[src/rtl/core/spc_pkg.sv]
package spc_pkg;

  // Defaults for the top-level parameters
  localparam int SPC_MAX_VERTICES = 16;
  localparam int SPC_COORD_WIDTH  = 16;

  // Width of the coordinate fields on the input channel
  localparam int SPC_IN_COORD_W = 16;

  // Operation codes
  localparam logic [1:0] OP_APPEND_FIRST  = 2'd0;
  localparam logic [1:0] OP_APPEND_SECOND = 2'd1;
  localparam logic [1:0] OP_TEST          = 2'd2;

  // Presence flags carried along the projection chain
  typedef struct packed {
    logic first;
    logic second;
  } spc_has_t;

endpackage

[src/rtl/core/spc_cell.sv]
module spc_cell import spc_pkg::*; #(
  parameter int COORD_WIDTH = SPC_COORD_WIDTH
) (
  input  logic                          clk,
  input  logic                          wr_first,
  input  logic                          wr_second,
  input  logic signed [COORD_WIDTH-1:0] wr_x,
  input  logic signed [COORD_WIDTH-1:0] wr_y,
  input  logic                          pres_first,
  input  logic                          pres_second,
  input  logic signed [COORD_WIDTH:0]   axis_x,
  input  logic signed [COORD_WIDTH:0]   axis_y,
  input  spc_has_t                      has_in,
  input  logic signed [2*COORD_WIDTH+1:0] lo1_in,
  input  logic signed [2*COORD_WIDTH+1:0] hi1_in,
  input  logic signed [2*COORD_WIDTH+1:0] lo2_in,
  input  logic signed [2*COORD_WIDTH+1:0] hi2_in,
  output spc_has_t                      has_out,
  output logic signed [2*COORD_WIDTH+1:0] lo1_out,
  output logic signed [2*COORD_WIDTH+1:0] hi1_out,
  output logic signed [2*COORD_WIDTH+1:0] lo2_out,
  output logic signed [2*COORD_WIDTH+1:0] hi2_out,
  output logic signed [COORD_WIDTH-1:0] x1_out,
  output logic signed [COORD_WIDTH-1:0] y1_out,
  output logic signed [COORD_WIDTH-1:0] x2_out,
  output logic signed [COORD_WIDTH-1:0] y2_out
);

  localparam int DW = 2*COORD_WIDTH + 2;

  logic signed [COORD_WIDTH-1:0] x1_r, y1_r, x2_r, y2_r;
  logic signed [DW-1:0] px1_r, py1_r, px2_r, py2_r;
  logic signed [DW-1:0] dot1_r, dot2_r;
  logic signed [DW-1:0] lo1_nxt, hi1_nxt, lo2_nxt, hi2_nxt;
  logic signed [DW-1:0] lo1_r, hi1_r, lo2_r, hi2_r;
  spc_has_t             has_nxt, has_r;

  // fold this cell's projections into the running interval
  always_comb begin
    lo1_nxt = lo1_in;
    hi1_nxt = hi1_in;
    lo2_nxt = lo2_in;
    hi2_nxt = hi2_in;
    has_nxt.first  = has_in.first  | pres_first;
    has_nxt.second = has_in.second | pres_second;
    if (pres_first) begin
      if (!has_in.first || dot1_r < lo1_in) lo1_nxt = dot1_r;
      if (!has_in.first || dot1_r > hi1_in) hi1_nxt = dot1_r;
    end
    if (pres_second) begin
      if (!has_in.second || dot2_r < lo2_in) lo2_nxt = dot2_r;
      if (!has_in.second || dot2_r > hi2_in) hi2_nxt = dot2_r;
    end
  end

  always_ff @(posedge clk) begin
    if (wr_first) begin
      x1_r <= wr_x;
      y1_r <= wr_y;
    end
    if (wr_second) begin
      x2_r <= wr_x;
      y2_r <= wr_y;
    end
    px1_r  <= DW'(x1_r) * DW'(axis_x);
    py1_r  <= DW'(y1_r) * DW'(axis_y);
    px2_r  <= DW'(x2_r) * DW'(axis_x);
    py2_r  <= DW'(y2_r) * DW'(axis_y);
    dot1_r <= px1_r + py1_r;
    dot2_r <= px2_r + py2_r;
    lo1_r  <= lo1_nxt;
    hi1_r  <= hi1_nxt;
    lo2_r  <= lo2_nxt;
    hi2_r  <= hi2_nxt;
    has_r  <= has_nxt;
  end

  assign has_out = has_r;
  assign lo1_out = lo1_r;
  assign hi1_out = hi1_r;
  assign lo2_out = lo2_r;
  assign hi2_out = hi2_r;
  assign x1_out  = x1_r;
  assign y1_out  = y1_r;
  assign x2_out  = x2_r;
  assign y2_out  = y2_r;

endmodule

[config.mk]
export PLATFORM = sky130hd
export DESIGN_NAME = spc_cell
export DESIGN_NICKNAME = d
export VERILOG_FILES = /design/src/rtl/core/spc_pkg.sv /design/src/rtl/core/spc_cell.sv
export SDC_FILE = /design/constraint.sdc
export NUM_CORES = 2
export LEC_CHECK = 0
export BUFFER_PORTS_ARGS = -buffer_cell sky130_fd_sc_hd__buf_2
export CORE_MARGIN = 1.5
export CORE_UTILIZATION = 65
export DETAILED_ROUTE_END_ITERATION = 10
export PLACE_DENSITY = 0.85
export SLEW_MARGIN = 20
export SYNTH_ARGS = -nofsm -noshare
export SYNTH_HDL_FRONTEND = slang
export SYNTH_SLANG_ARGS = --single-unit
[constraint.sdc]
create_clock -name clk -period 12 [get_ports clk]
set_clock_uncertainty 0.15 [all_clocks]
set_input_delay 1.2 -clock clk [delete_from_list [all_inputs] [get_ports clk]]
set_output_delay 1.2 -clock clk [all_outputs]
set_load 0.01 [all_outputs]
==> results.sh <==
export IMPL_ys_flop_type="dfxtp_1"
export IMPL_ys_top_cells_by_area="fa_1, dfxtp_1, ha_1, inv_1, and2_1"
export IMPL_cp_start_kind="input port"
export IMPL_nets=8347
export IMPL_yosys_area_top_type_share=0.373
export IMPL_worstPathRequired_ns=12.42
export IMPL_yosysWarningCount=0
export IMPL_async_flop_share=0
export IMPL_cts_buffers=47
export IMPL_grt_max_degree=73
export IMPL_finalCriticalPeriod_ns=7.21
export IMPL_cts_sinks=402
export IMPL_nFillCells=6457
export IMPL_clock_fmax_ghz=0.139
export IMPL_via_count=44100
export IMPL_track_usage=0.334
export IMPL_coreArea_mm2=0.0903
export IMPL_io_buffer_count=410
export IMPL_area_growth_pct=7.39
export IMPL_synth_area_mm2=0.0593
export IMPL_grt_pass1_vias=48400
export IMPL_synth_cell_types=77
export IMPL_gp_congestion=0.942
export IMPL_holdPathStages=1
export IMPL_finalHoldViolCount=0
export IMPL_grt_pass1_wl_um=248000
export IMPL_die_w_um=305
export IMPL_drt_pass1_iter_count=6
export IMPL_timing_worst_setup_path_type="input port to register"
export IMPL_relSlewSlack=0.260
export IMPL_reg2reg_to="py1_r[31]"
export IMPL_drtAntennaViolNets=0
export IMPL_grt_overflow=0
export IMPL_clkSlewWorstSetupHoldPaths_ns=0.06
export IMPL_syn_nets=8105
export IMPL_hold_start="px2_r[0]"
export IMPL_maxCapViolCount=0
export IMPL_die_h_um=305
export IMPL_post_cts_buffers=0
export IMPL_worst_pin_slew_ns=1.11
export IMPL_rsz0062_at_grt="no"
export IMPL_finalSetupTns_ns=0
export IMPL_hold_end="dot2_r[0]"
export IMPL_ys_top_cells_by_count="inv_1, fa_1, nand2_1"
export IMPL_synth_seq_cells=402
export IMPL_synth_cells=6254
export IMPL_via_per_inst=5.72
export IMPL_timing_rr_start="y1_out[7]"
export IMPL_status="complete, no violations"
export IMPL_post_cts_resized=0
export IMPL_cp_max_fo=32
export IMPL_wirelength_um=150000
export IMPL_regToRegSetupSlack_ns=4.89
export IMPL_first_iter_violations=3411
export IMPL_end_kind="register"
export IMPL_fin_crit_sh=0.601
export IMPL_start_util=0.657
export IMPL_route_detailed_drc=0
export IMPL_setup_violations=0
export IMPL_hold_buffers=0
export IMPL_avgRoutedWirePerCell_um=19.4
export IMPL_avgSynthCellArea_um2=9.49
export IMPL_antenna_found_initial=7
export IMPL_root_buffer="clkbuf_16"
export IMPL_cts_buffer_depth=3
export IMPL_drive_gt1_frac=0.101
export IMPL_slew_violations=0
export IMPL_clk_latency_ns=0.65
export IMPL_htree_num_levels=2
export IMPL_crit_arrival_ns=7.63
export IMPL_synth_top_area_cell="fa_1"
export IMPL_ys_seq_area_frac=0.146
export IMPL_fp_dieArea_mm2=0.0931
export IMPL_synth_edff_count=64
export IMPL_reg2regPathDepth=22
export IMPL_rows=110
export IMPL_hpwl_um=117000
export IMPL_yosysMostFrequentCell="inv_1"
export IMPL_ios=411
export IMPL_hold_class="register to register"
export IMPL_cts_tree="yes"
## worst max-delay path by stage
stage | start | to | slack (ns) | cells past startpoint
detailed placement | axis_y[7] | py1_r[31] | 4.28 | 23
global placement | axis_y[9] | py2_r[31] | 4.43 | 21
global route | axis_y[6] | py1_r[31] | 4.42 | 23
finish | axis_y[7] | py1_r[31] | 4.79 | 23
CTS | axis_y[16] | py1_r[32] | 4.95 | 19
floorplan | axis_y[16] | py1_r[32] | 5.01 | 19
## metal layers
layer,track usage,up-vias,wire length (µm)
met2,0.565,2169,72500
met5,0,-,47
met1,0.415,21800,56800
met3,0.0666,453,13200
li1,-,19700,-
met4,0.152,10,7330
## layout make-up
type	instances	area, µm²	area share
clock inverters	27	350	0.00550
diodes	2	5.00	0.0000785
flip-flops and latches	402	8690	0.136
inverters	1368	5130	0.0806
clock buffers	60	1310	0.0205
repair buffers	422	2150	0.0338
well taps	1176	1470	0.0231
multi-input cells	4255	44600	0.700
## cell usage in the layout (no fill, tap or decap), types with 64 or more instances in the layout
cell         n
inv_1     1369
fa_1      1106
nand2_1    625
ha_1       536
and2_1     525
buf_2      410
dfxtp_1    338
nor2_1     172
a21oi_1    170
xnor2_1    151
a21o_1     130
mux2_2     106
o21ai_0    103
nand3_1     98
nand2b_1    71
edfxtp_1    64
## flip-flops by register name (all words and copies together) (netlist names), 33 cells and up
| signal | cells |
|---|---|
| hi2_out | 34 |
| px2_r | 33 |
| hi1_out | 34 |
| dot1_r | 34 |
| px1_r | 33 |
| lo2_out | 34 |
| py2_r | 33 |
| py1_r | 33 |
| lo1_out | 34 |
| dot2_r | 34 |
## kinds of logic after synthesis
| kind of cell | share of synthesized area |
|---|---|
| AOI/OAI and AO/OA | 0.0723 |
| xor gates and xnor gates | 0.0285 |
| adders and majority gates | 0.486 |
| buffers and inverters | 0.102 |
| DFF | 0.146 |
| muxes | 0.0282 |
| and+or+nand+nor | 0.137 |
## critical path, stage by stage
cell	delay, ns
buf_2	0.52
nand2_1	0.18
fa_1	0.58
inv_1	0.06
fa_1	0.52
inv_1	0.06
fa_1	0.53
inv_1	0.05
fa_1	0.45
fa_1	0.49
inv_1	0.05
fa_1	0.47
inv_1	0.04
ha_1	0.35
a221oi_1	0.27
o21ai_0	0.14
a21oi_1	0.19
a21o_1	0.20
o21ai_0	0.21
a2111oi_0	0.59
o21bai_1	0.15
a21oi_1	0.19
xnor2_1	0.12
## metrics by stage
step | cells | util | setup WS, ns | hold WS, ns | instance area, µm²
floorplan | 6254 | - | 5.01 | 0.270 | 59300
global placement | 7622 | 0.687 | 4.43 | 0.340 | 62000
detailed placement | 7622 | 0.687 | 4.28 | 0.319 | 62000
CTS | 7709 | 0.706 | 4.95 | 0.341 | 63700
global route | 7711 | 0.706 | 4.42 | 0.358 | 63700
finish | 7712 | 0.706 | 4.79 | 0.342 | 63700
Power is left out: the tool's default activity adds up to more than one toggle a clock period on the data nets, which glitch-free logic cannot reach.
